<file path="src/sv/gdp_pkg.sv">
// Shared types and constants for the grid disk paint store.
package gdp_pkg;

    // Operation codes carried by the input channel
    typedef enum logic [1:0] {
        OP_CLEAR = 2'd0,
        OP_SET   = 2'd1,
        OP_GET   = 2'd2,
        OP_PAINT = 2'd3
    } op_t;

    // Configuration port
    localparam int CFG_IDX_W  = 2;
    localparam int CFG_DATA_W = 32;
    localparam logic [CFG_IDX_W-1:0] REG_MAP_WIDTH  = 2'd0;
    localparam logic [CFG_IDX_W-1:0] REG_MAP_HEIGHT = 2'd1;
    localparam logic [CFG_IDX_W-1:0] REG_CELL_SIZE  = 2'd2;
    localparam logic [30:0] CELL_SIZE_RST = 31'd65536;

    // Bounds divider: 33-bit magnitude by 31-bit cell size
    localparam int DVD_W = 33;
    localparam int DSR_W = 31;
    localparam int DIV_CNT_W = 6;
    localparam int QW = 34;

    typedef enum logic [4:0] {
        ST_INIT,
        ST_IDLE,
        ST_DISPATCH,
        ST_SET,
        ST_GET,
        ST_CLEAR,
        ST_DIV_START,
        ST_DIV_WAIT,
        ST_CLIP,
        ST_CHECK,
        ST_MULX,
        ST_MULZ,
        ST_ROW0,
        ST_ROW,
        ST_ROWSQ,
        ST_CA,
        ST_CB,
        ST_CC,
        ST_NEXTROW,
        ST_DONE
    } state_t;

    // Controller to datapath
    typedef struct packed {
        logic load_item;
        logic mem_we;
        logic wr_zero;
        logic sweep_init;
        logic x_step;
        logic row_next;
        logic div_start;
        logic div_store;
        logic clip;
        logic mulx;
        logic mulz;
        logic row_init;
        logic row_start;
        logic row_sq;
        logic cell_mag;
        logic cell_sq;
        logic res_load;
    } cmd_t;

    // Datapath to controller
    typedef struct packed {
        logic resize;
        op_t  op;
        logic pos_valid;
        logic map_empty;
        logic size_zero;
        logic div_done;
        logic div_last;
        logic box_empty;
        logic x_end;
        logic y_end;
        logic row_ok;
        logic cell_ok;
        logic cell_in;
        logic out_free;
    } stat_t;

endpackage

</file>
<file path="src/sv/gdp_ctrl.sv">
// Controller: sequences clear sweeps, set/get, bounds division and the paint walk.
module gdp_ctrl
    import gdp_pkg::*;
(
    input  logic  clk,
    input  logic  rst_n,
    input  logic  in_valid,
    output logic  in_ready,
    input  stat_t stat,
    output cmd_t  cmd
);

    state_t state_reg, state_next;

    always_ff @(posedge clk or negedge rst_n)
    begin
        if (!rst_n)
            state_reg <= ST_INIT;
        else
            state_reg <= state_next;
    end

    // Next state and commands
    always_comb
    begin
        state_next = state_reg;
        cmd        = '0;
        in_ready   = 1'b0;
        case (state_reg)
            ST_INIT:
            begin
                cmd.mem_we  = 1'b1;
                cmd.wr_zero = 1'b1;
                if (stat.x_end && stat.y_end)
                    state_next = ST_IDLE;
                else if (stat.x_end)
                    cmd.row_next = 1'b1;
                else
                    cmd.x_step = 1'b1;
            end
            ST_IDLE:
            begin
                in_ready = 1'b1;
                if (in_valid)
                begin
                    cmd.load_item = 1'b1;
                    state_next    = ST_DISPATCH;
                end
            end
            ST_DISPATCH:
            begin
                case (stat.op)
                    OP_CLEAR: state_next = stat.map_empty ? ST_DONE : ST_CLEAR;
                    OP_SET:   state_next = ST_SET;
                    OP_GET:   state_next = ST_GET;
                    OP_PAINT: state_next = stat.size_zero ? ST_DONE : ST_DIV_START;
                    default:  state_next = ST_DONE;
                endcase
            end
            ST_SET:
            begin
                cmd.mem_we = stat.pos_valid;
                state_next = ST_DONE;
            end
            ST_GET:
            begin
                state_next = ST_DONE;
            end
            ST_CLEAR:
            begin
                cmd.mem_we = 1'b1;
                if (stat.x_end && stat.y_end)
                    state_next = ST_DONE;
                else if (stat.x_end)
                    cmd.row_next = 1'b1;
                else
                    cmd.x_step = 1'b1;
            end
            ST_DIV_START:
            begin
                cmd.div_start = 1'b1;
                state_next    = ST_DIV_WAIT;
            end
            ST_DIV_WAIT:
            begin
                if (stat.div_done)
                begin
                    cmd.div_store = 1'b1;
                    state_next    = stat.div_last ? ST_CLIP : ST_DIV_START;
                end
            end
            ST_CLIP:
            begin
                cmd.clip   = 1'b1;
                state_next = ST_CHECK;
            end
            ST_CHECK:
            begin
                state_next = stat.box_empty ? ST_DONE : ST_MULX;
            end
            ST_MULX:
            begin
                cmd.mulx   = 1'b1;
                state_next = ST_MULZ;
            end
            ST_MULZ:
            begin
                cmd.mulz   = 1'b1;
                state_next = ST_ROW0;
            end
            ST_ROW0:
            begin
                cmd.row_init = 1'b1;
                state_next   = ST_ROW;
            end
            ST_ROW:
            begin
                cmd.row_start = 1'b1;
                state_next    = ST_ROWSQ;
            end
            ST_ROWSQ:
            begin
                cmd.row_sq = 1'b1;
                state_next = stat.row_ok ? ST_CA : ST_NEXTROW;
            end
            ST_CA:
            begin
                cmd.cell_mag = 1'b1;
                state_next   = ST_CB;
            end
            ST_CB:
            begin
                cmd.cell_sq = 1'b1;
                state_next  = ST_CC;
            end
            ST_CC:
            begin
                cmd.mem_we = stat.cell_ok && stat.cell_in;
                if (stat.x_end)
                    state_next = ST_NEXTROW;
                else
                begin
                    cmd.x_step = 1'b1;
                    state_next = ST_CA;
                end
            end
            ST_NEXTROW:
            begin
                if (stat.y_end)
                    state_next = ST_DONE;
                else
                begin
                    cmd.row_next = 1'b1;
                    state_next   = ST_ROW;
                end
            end
            ST_DONE:
            begin
                if (stat.out_free)
                begin
                    cmd.res_load = 1'b1;
                    state_next   = ST_IDLE;
                end
            end
            default:
            begin
                state_next = ST_IDLE;
            end
        endcase

        // A map resize wipes the store
        if (stat.resize)
        begin
            cmd.x_step     = 1'b0;
            cmd.row_next   = 1'b0;
            cmd.load_item  = 1'b0;
            cmd.mem_we     = 1'b0;
            cmd.sweep_init = 1'b1;
            in_ready       = 1'b0;
            state_next     = ST_INIT;
        end
    end

    a_accept_leaves_idle: assert property (@(posedge clk) disable iff (!rst_n)
        (in_valid && in_ready) |=> (state_reg != ST_IDLE))
        else $error("item accepted but controller stayed idle");

    a_no_accept_in_wipe: assert property (@(posedge clk) disable iff (!rst_n)
        (state_reg == ST_INIT) |-> !in_ready)
        else $error("input ready during store wipe");

    a_result_only_when_free: assert property (@(posedge clk) disable iff (!rst_n)
        cmd.res_load |-> stat.out_free)
        else $error("result loaded over a pending result");

    a_done_returns: assert property (@(posedge clk) disable iff (!rst_n)
        (state_reg == ST_DONE && stat.out_free)
            |=> (state_reg == ST_IDLE || state_reg == ST_INIT))
        else $error("controller did not return after result");

endmodule

</file>
<file path="config.mk">
export PLATFORM = sky130hd
export DESIGN_NAME = gdp_ctrl
export DESIGN_NICKNAME = d
export VERILOG_FILES = /design/src/sv/gdp_pkg.sv /design/src/sv/gdp_ctrl.sv
export SDC_FILE = /design/constraint.sdc
export NUM_CORES = 1
export LEC_CHECK = 0
export BUFFER_PORTS_ARGS = -buffer_cell sky130_fd_sc_hd__buf_2
export CORE_AREA = 2 2 40 60
export CTS_BUF_LIST = sky130_fd_sc_hd__clkbuf_16
export CTS_CLUSTER_DIAMETER = 120
export DETAILED_ROUTE_END_ITERATION = 12
export DIE_AREA = 0 0 42 62
export HOLD_SLACK_MARGIN = 0.05
export PLACE_DENSITY = 0.77
export RECOVER_POWER = 25
export SETUP_SLACK_MARGIN = 0.1
export SLEW_MARGIN = 10
export SYNTH_ARGS = -nofsm -noshare
export SYNTH_HDL_FRONTEND = slang
export SYNTH_SLANG_ARGS = --single-unit
</file>
<file path="constraint.sdc">
create_clock -name clk -period 1.86 [get_ports clk]
set_input_delay 0.279 -clock clk [delete_from_list [all_inputs] [get_ports clk]]
set_output_delay 0.279 -clock clk [all_outputs]
set_load 0.02 [all_outputs]
</file>
# [After elaboration in Yosys (flattened, before gate mapping)]
# Index checks and enable logic that the tools add are counted.
[word_totals] reg_bits=5 input_bits=18 wordCells=77
[classes] eq_ne=27 n_mux=42 n_reduce_logical=7
[ops] cell="$pmux W5 S19" count=1
[ops] cell="$mux W5" count=12
[ops] cell="$eq A5 B4 Y1 const B" count=8
[ops] cell="$mux W1" count=21
[ops] cell="$eq A5 B3 Y1 const B" count=4
[ops] cell="$eq A5 B5 Y1 const B" count=4
[ops] cell="$pmux W5 S4" count=1
[ops] cell="$ne A3 B3 Y1 const B" count=5
[ops] cell="$eq A5 B2 Y1 const B" count=2
[ops] cell="$eq A5 B1 Y1 const B" count=1
[ops] cell="$logic_not A5 Y1" count=1
[ops] cell="$reduce_and A5 Y1" count=1
[ops] cell="$eq A2 B2 Y1 const B" count=2
[ops] cell="$mux W2" count=2
[ops] cell="$mux W4" count=1
[ops] cell="$pmux W1 S2" count=2
[ops] cell="$reduce_or A2 Y1" count=2
[ops] cell="$mux W3" count=1
[ops] cell="$pmux W1 S3" count=1
[ops] cell="$eq A2 B1 Y1 const B" count=1
[ops] cell="$logic_and A1 B1 Y1" count=2
[ops] cell="$logic_not A2 Y1" count=1

# [Longest topological paths before layout]
# Gate-level depths: netlist (run 1).
[depth] word_depth=4 depth_mapped=7 mapped_depth_nobuf=5

# [Worst setup path before layout (run 1)]
# No wires, ideal clock.
[synth_path] kind="reg2out" start="register state_reg[3]" end="output cmd[12] (netlist bit)" t_arrival_ns=1.745 t_required_ns=1.581 path_slack_ns=-0.164 path_stages_with_launch=5 n_path_buf=2 path_cell_list="dfrtp_1 > buf_6 > buf_4 > or4_1 > a211oi_1"
[synth_rtl] item="start, declared" line_no="gdp_ctrl.sv:13" source="state_t state_reg, state_next;"
[synth_rtl] item="start signal, assigned" line_no="gdp_ctrl.sv:20" source="state_reg <= state_next;"
[synth_rtl] item="end, declared" line_no="gdp_ctrl.sv:10" source="output cmd_t cmd"

==> key figures, run 1 <==
Timing
  • Min Tclk post-route: 1.94 ns
  • Fin crit share: 1.04
  • Clk_skew: 0.00428 ns
  • Setup ws final: -0.0805 ns
  • Max_slew headroom: 0.723
  • Max Freq: between 0.5 and 0.6 GHz
  • Final Max Tran Viols: 0
  • Finish-stage setup viols: 6
  • Slew @ Worst Pin: 0.412 ns
  • RSZ-0062 raised after global routing: true
  • Final hold violation count: 0

Drt
  • DR vias: 1330
  • Post-Route WL: around 3600 um
  • DRC: 0
  • DR iter-0 viols: 44
  • Met1 Routed Length: 1330 um
  • Detail Route Antenna Nets: 0
  • WL met2: 1860 um
  • Drt pass-1 iters: 4
  • Uppermost layer routed: met4
  • Vias per Instance: 6.30
  • Metal3 WL: roughly 220 um
  • Average wire per standard cell: 16.8 um

Setup path
  • CP top delay family: flip-flops
  • RR Endpoint: state_reg[2]
  • Crit path buffers/inverters: 1
  • Slowest Stage Delay on Critical Path: 0.46 ns
  • Worst setup EP type: output pin
  • CP Max Fanout: 7
  • CP Launch Type: flip-flop
  • CP Data Required Time: 1.58 ns
  • Crit path kind: reg2out
  • CP Cell Sequence: xor2_2 -> or4_4 -> a211oi_4 -> buf_6
  • CP arrival: 1.66 ns
  • Reg-to-Reg Start: state_reg[1]
  • Reg2reg path depth: 8
  • CP max-delay cell: dfrtp_2
  • Reg2Reg Setup Slack: 0.04 ns

Floorplanning
  • Starting Density: 0.461
  • Total core area: 2130 um2
  • Row count: 21
  • Die width: around 42 um
  • Top-level I/O count: 36
  • Die height: 62 um
  • Die area: 2600 um2

Synth
  • Netlist cell types: between 50 and 60
  • Yosys reg bits: 5
  • Syn Nets: 152
  • Most used DFF post-synth: dfrtp_1
  • Synthesized area: 982 um2
  • Register area share after synthesis: 0.127
  • Mapped Cells: between 100 and 150
  • Post-synthesis average cell area: 7.33 um2
  • FFs w/ async S/R, synth: 1.00
  • Post-synth EDFFs: 0
  • Warnings, synthesis: 0
  • Synth area leader: dfrtp_1
  • Top post-synthesis cells by area: dfrtp_1, nor2_1, buf_6
  • Post-synth top area share: 0.127

Placed design
  • Post-DP Area: 1290 um2
  • DP Wirelength: about 2600 um
  • GPL Wtd Cong: 0.924
  • DP Worst Slack: -0.0681 ns
  • Port Buffer Count: 35

Layout
  • Reg area: 130 um2
  • Flip-flop count of the largest register after layout: 5
  • Synth-to-Final Area Change: 56.8%
  • Multi-input logic area: 851 um2
  • Filler cells: 155
  • Commonest cells after routing, fill and taps aside: buf_4, buf_2, nor2_1, a21oi_1, nand2_1
  • N_diodes: 0
  • Final Cell Area: 1540 um2
  • Commonest non-fill, non-tap cell in the layout: buf_4
  • Layout cell share with drive strength beyond 1: 0.537
  • Layout net count: 207

Pwr
  • Sw frac: 0.360
  • Clock power share: 0.410
  • Comb pwr share: 0.446
  • Cell internal pwr: 0.580 mW
  • Switching power: 0.326 mW
  • Worst VDD drop: between 0.3 and 0.4 mV
  • Sequential power share: 0.144
  • Leak: 0.678 nW
  • Pwr Density: between 500 and 600 nW/um2

Global routing
  • Initial antenna violation count: 0
  • First-pass GRT wire length: roughly 5400 um
  • GRT Residual Overflow: 0
  • Largest net degree at the start of global routing: 23
  • GRT Total Usage: 0.273
  • Via count of the first global-routing pass: 1135

Hold path
  • Depth of the worst hold-timing path: 2
  • Worst Min Path Start: stat[14]
  • Hold EP: state_reg[1]
  • Min-Delay Path Class: in2reg

Clocking
  • Clk_lat worst skew: 0.24 ns
  • H-Tree Depth: 1
  • # clock sinks: 5
  • Clock Pin Slew Worst Setup and Hold Paths: 0.04 ns
  • CTS tree: done
  • CTS Root Cell: clkbuf_16
  • Clock Path Buffers: 2
  • CTS Buf Count: 3

Status
  • Outcome: complete, but fails checks
  • Failing checks: negative setup slack

Run
  • Max Cap Viol: 0
-- logic make-up after synthesis --
| logic type | after synthesis | share of synthesized area |
|---|---|---|
| simple gates | 69 | 0.434 |
| buf+inv | 18 | 0.122 |
| compound gates | 39 | 0.287 |
| flops | 5 | 0.127 |
| xor+xnor | 2 | 0.0178 |
| mux | 1 | 0.0115 |
-- power by group through the flow --
stage | logic (mW) | registers (mW) | clock network [mW]
global placement | 0.343 | 0.128 | 0
floorplan | 0.238 | 0.125 | 0
detailed placement | 0.350 | 0.129 | 0
global route | 0.433 | 0.132 | 0.378
CTS | 0.373 | 0.126 | 0.369
finish | 0.404 | 0.130 | 0.371
-- cell usage after synthesis, drive strengths merged, types with 4 or more instances --
library cell / count
buf: 12
nor3: 9
dfrtp: 5
o22ai: 4
inv: 6
a21oi: 8
nand3: 8
o21ai: 7
nand2: 8
nor2: 19
-- through the flow --
step	hold slack [ns]	std cells	TNS [ns]	power [mW]	utilization
2_1_floorplan	-0.0166	134	0	0.363	-
5_1_grt	0.381	211	-0.816	0.943	0.724
3_5_place_dp	0.102	201	-0.0846	0.479	0.606
6_report	0.347	211	-0.260	0.905	0.724
3_3_place_gp	0.0961	201	-0.0391	0.471	0.606
4_1_cts	0.349	210	-0.268	0.869	0.690
-- metal layers --
metal,track usage,up-vias
li1,-,612
met1,0.320,624
met2,0.484,73
met3,0.0376,21
met4,0.152,0
met5,0,-
-- cell type report --
class                      count  area share
sequential                     5      0.0845
tap                           23      0.0187
clock buffer                   3      0.0487
clock inverter                 1     0.00325
inverter                       6      0.0146
multi-input combinational    111       0.552
timing repair buffer          62       0.278
-- worst max path at each step --
stage / from / end / slack [ns] / cells after the start
after floorplan: state_reg[3] / cmd[12] / 0.10 / 4
after global placement: state_reg[2] / cmd[15] / -0.04 / 6
after detailed placement: state_reg[2] / cmd[15] / -0.07 / 6
after CTS: state_reg[2] / cmd[12] / -0.09 / 4
after global routing: state_reg[2] / cmd[15] / -0.13 / 6
final: state_reg[2] / cmd[12] / -0.08 / 4
-- timing repair --
| action | CTS | global route |
|---|---|---|
| buffers inserted | 4 | 1 |
| hold buffers | 1 | 0 |
| gates resized for setup | 17 | 16 |
| endpoints found under the hold margin | 5 | 0 |
| endpoints found under the setup margin | 22 | 19 |
| pin swaps | 1 | 3 |
(Power assumes the default switching activity.)
==> run 2, diff against run 1 <==
==> constraint.sdc (replaced) <==
create_clock -name clk -period 2.1 [get_ports clk]
set_input_delay 0.315 -clock clk [delete_from_list [all_inputs] [get_ports clk]]
set_output_delay 0.315 -clock clk [all_outputs]
set_load 0.02 [all_outputs]
==> run 2 against run 1 <==
Effect of this change: the run now ends clean; combinational power shrank 17%; global-route usage grew 2.3 points; clock power shrank 16%; first-iteration DRC count grew 73%; worst setup slack gained 0.19 ns; largest power group unchanged; highest routed layer unchanged.
==> key figures, run 2 (synthesis gave the netlist of run 1 again) <==
Status
  • Outcome: complete, no violations

Timing
  • Min Tclk post-route: between 1.5 and 2 ns
  • Final Hold Slack: 0.373 ns (+0.0263 ns)
  • Max_slew headroom: 0.749 (+0.0255)
  • Final hold violation count: 0 (unchanged)
  • Fin crit share: 0.946
  • Max Freq: between 0.5 and 0.6 GHz
  • RSZ-0062 raised after global routing: true
  • Fin Setup TNS: 0 ns (+0.260 ns)
  • Slew @ Worst Pin: 0.374 ns (-0.0380 ns)
  • Clk_skew: 0.00126 ns (-0.00302 ns)
  • Finish-stage setup viols: 0 (-6)
  • Final Max Tran Viols: 0 (unchanged)

Layout
  • Flip-flop count of the largest register after layout: 5 (unchanged)
  • Fin cells: 209 (-0.95%)
  • Final Util: 0.664 (-0.0594)
  • Commonest cells after routing, fill and taps aside: buf_2, buf_4, nor2_1, nand2_1, a21oi_1
  • Layout net count: 205 (-0.97%)
  • N_diodes: 0 (unchanged)
  • Multi-input logic area: 769 um2 (-9.6%)
  • Synth-to-Final Area Change: 43.9%
  • Filler cells: 189 (+22%)
  • Layout cell share with drive strength beyond 1: 0.446 (-0.0910)
  • Commonest non-fill, non-tap cell in the layout: buf_2
  • Reg area: 130 um2 (unchanged)

Pwr
  • Leak: 0.648 nW (-4.4%)
  • Sequential power share: 0.148 (+0.004)
  • Clock power share: 0.410 (about the same)
  • Comb pwr share: 0.441 (-0.005)
  • Sw frac: 0.360 (+0.000638)
  • Worst VDD drop: 0.309 mV (-12%)
  • Pwr Density: 539 nW/um2 (-8.3%)
  • Switching power: 0.275 mW (-16%)
  • Cell internal pwr: 0.488 mW (-16%)

Global routing
  • GRT Residual Overflow: 0 (unchanged)
  • First-pass GRT wire length: 5710 um (+6.6%)
  • Gr busiest metal: met2
  • Met1 Track Usage GR: 0.323 (+0.00339)
  • Met2 usage: 0.567 (+0.0826)
  • Initial antenna violation count: 0 (unchanged)
  • GRT Total Usage: 0.296 (+0.0231)
  • Via count of the first global-routing pass: 1230 (+8.4%)
  • Largest net degree at the start of global routing: 16 (-30%)
  • M3 GR Usage: 0.0520 (+0.0145)

Clocking
  • Clock Pin Slew Worst Setup and Hold Paths: 0.03 ns (about the same)
  • CTS Root Cell: clkbuf_16
  • H-Tree Depth: 1 (unchanged)
  • CTS Buf Count: 3 (unchanged)
  • CTS tree: done
  • Clock Path Buffers: 2 (unchanged)
  • Clk_lat worst skew: 0.23 ns (about the same)
  • # clock sinks: 5 (unchanged)

Setup path
  • CP Data Required Time: 1.78 ns (+0.20 ns)
  • Crit path kind: reg2out
  • Worst setup EP type: output pin
  • CP Max Fanout: 3 (-4)
  • CP Launch Type: flip-flop
  • CP max-delay cell: or4_1
  • CP arrival: 1.67 ns (about the same)
  • Slowest Stage Delay on Critical Path: 0.44 ns (-0.02 ns)
  • CP Cell Sequence: xor2_1 -> or4_1 -> a211oi_2 -> buf_4

Drt
  • DR vias: 1344 (+1.1%)
  • Drt pass-1 iters: 4 (unchanged)
  • Vias per Instance: 6.43 (+2.0%)
  • DRC: 0 (unchanged)
  • DR iter-0 viols: 76 (+73%)
  • Post-Route WL: 3810 um (+7.4%)
  • Average wire per standard cell: 18.2 um (+8.4%)
  • Detail Route Antenna Nets: 0 (unchanged)

Floorplanning
  • Starting Density: 0.461 (unchanged)
  • Row count: 21 (unchanged)
  • Die width: 42 um (unchanged)
  • Total core area: 2130 um2 (unchanged)
  • Die height: 62 um (unchanged)
  • Top-level I/O count: 36 (unchanged)
  • Die area: 2600 um2 (unchanged)

Placed design
  • DP Wirelength: 2440 um (-7.2%)
  • Port Buffer Count: 35 (unchanged)
  • Placed cell count: 193 (-4.0%)
  • GPL Wtd Cong: 1.03 (+12%)

Hold path
  • Min-Delay Path Class: in2reg

Run
  • Max Cap Viol: 0 (unchanged)
run 2: changes by cell type in the layout (fill, tap and decap cells not counted), moves of 2 or more:
| cell | change |
|---|---|
| o21ai_1 | +2 |
| buf_2 | +7 |
| nor2_2 | -3 |
| nor3_2 | -3 |
| nor3_1 | +3 |
| buf_4 | -8 |
| nor2_1 | +2 |
| buf_6 | -2 |
run 2: worst paths after layout:
path                                    from           end  slack, ns  cells after the start
min in group asynchronous              rst_n  state_reg[1]       0.50                      2
worst max-delay path            state_reg[2]       cmd[12]       0.11                      4
worst min-delay path                stat[14]  state_reg[0]       0.37                      2
max in group asynchronous              rst_n  state_reg[4]       1.38                      2
worst max register to register  state_reg[0]  state_reg[0]       0.19                      7
worst min register to register  state_reg[1]  state_reg[4]       0.82                      3
run 2: cell type report:
cell class / count / area share
inverters: 6 / 0.0159
well taps: 23 / 0.0204
flip-flops and latches: 5 / 0.0920
repair buffers: 60 / 0.272
clock inverters: 1 / 0.00265
multi-input cells: 111 / 0.544
clock buffers: 3 / 0.0531
run 2: per-layer routing:
layer,wire length (um),part of all wire
met1,1310,0.34
met2,1970,0.52
met3,330,0.087
met4,203,0.053
met5,0,0
run 2: through the flow:
stage | instance area [um2] | total power [mW] | setup WS [ns]
after floorplan | 993 | 0.312 | 0.199
after global placement | 1200 | 0.408 | 0.214
after detailed placement | 1200 | 0.408 | 0.187
after CTS | 1370 | 0.735 | 0.116
after global routing | 1410 | 0.796 | 0.0379
final | 1410 | 0.762 | 0.114
run 2: power groups by stage:
stage | combinational, mW | clock, mW | sequential [mW]
global placement | 0.285 | 0 | 0.123
finish | 0.336 | 0.313 | 0.113
CTS | 0.316 | 0.308 | 0.111
floorplan | 0.201 | 0 | 0.111
detailed placement | 0.285 | 0 | 0.123
global route | 0.360 | 0.322 | 0.113
run 2: what timing repair did:
action                                  CTS  global route
hold buffers                              1             0
endpoints found under the hold margin     5             0
setup buffers                             7             4
pin swaps                                 0             3
resized for setup                         6             6
endpoints found under the setup margin    6             4
run 2: critical path, delay by kind of cell (launching register included):
kind                      cells  cell delay (ns)
and+or+nand+nor               1             0.44
DFF                           1             0.43
xor gates and xnor gates      1             0.20
AOI/OAI and AO/OA             1             0.20
buffers and inverters         1             0.17
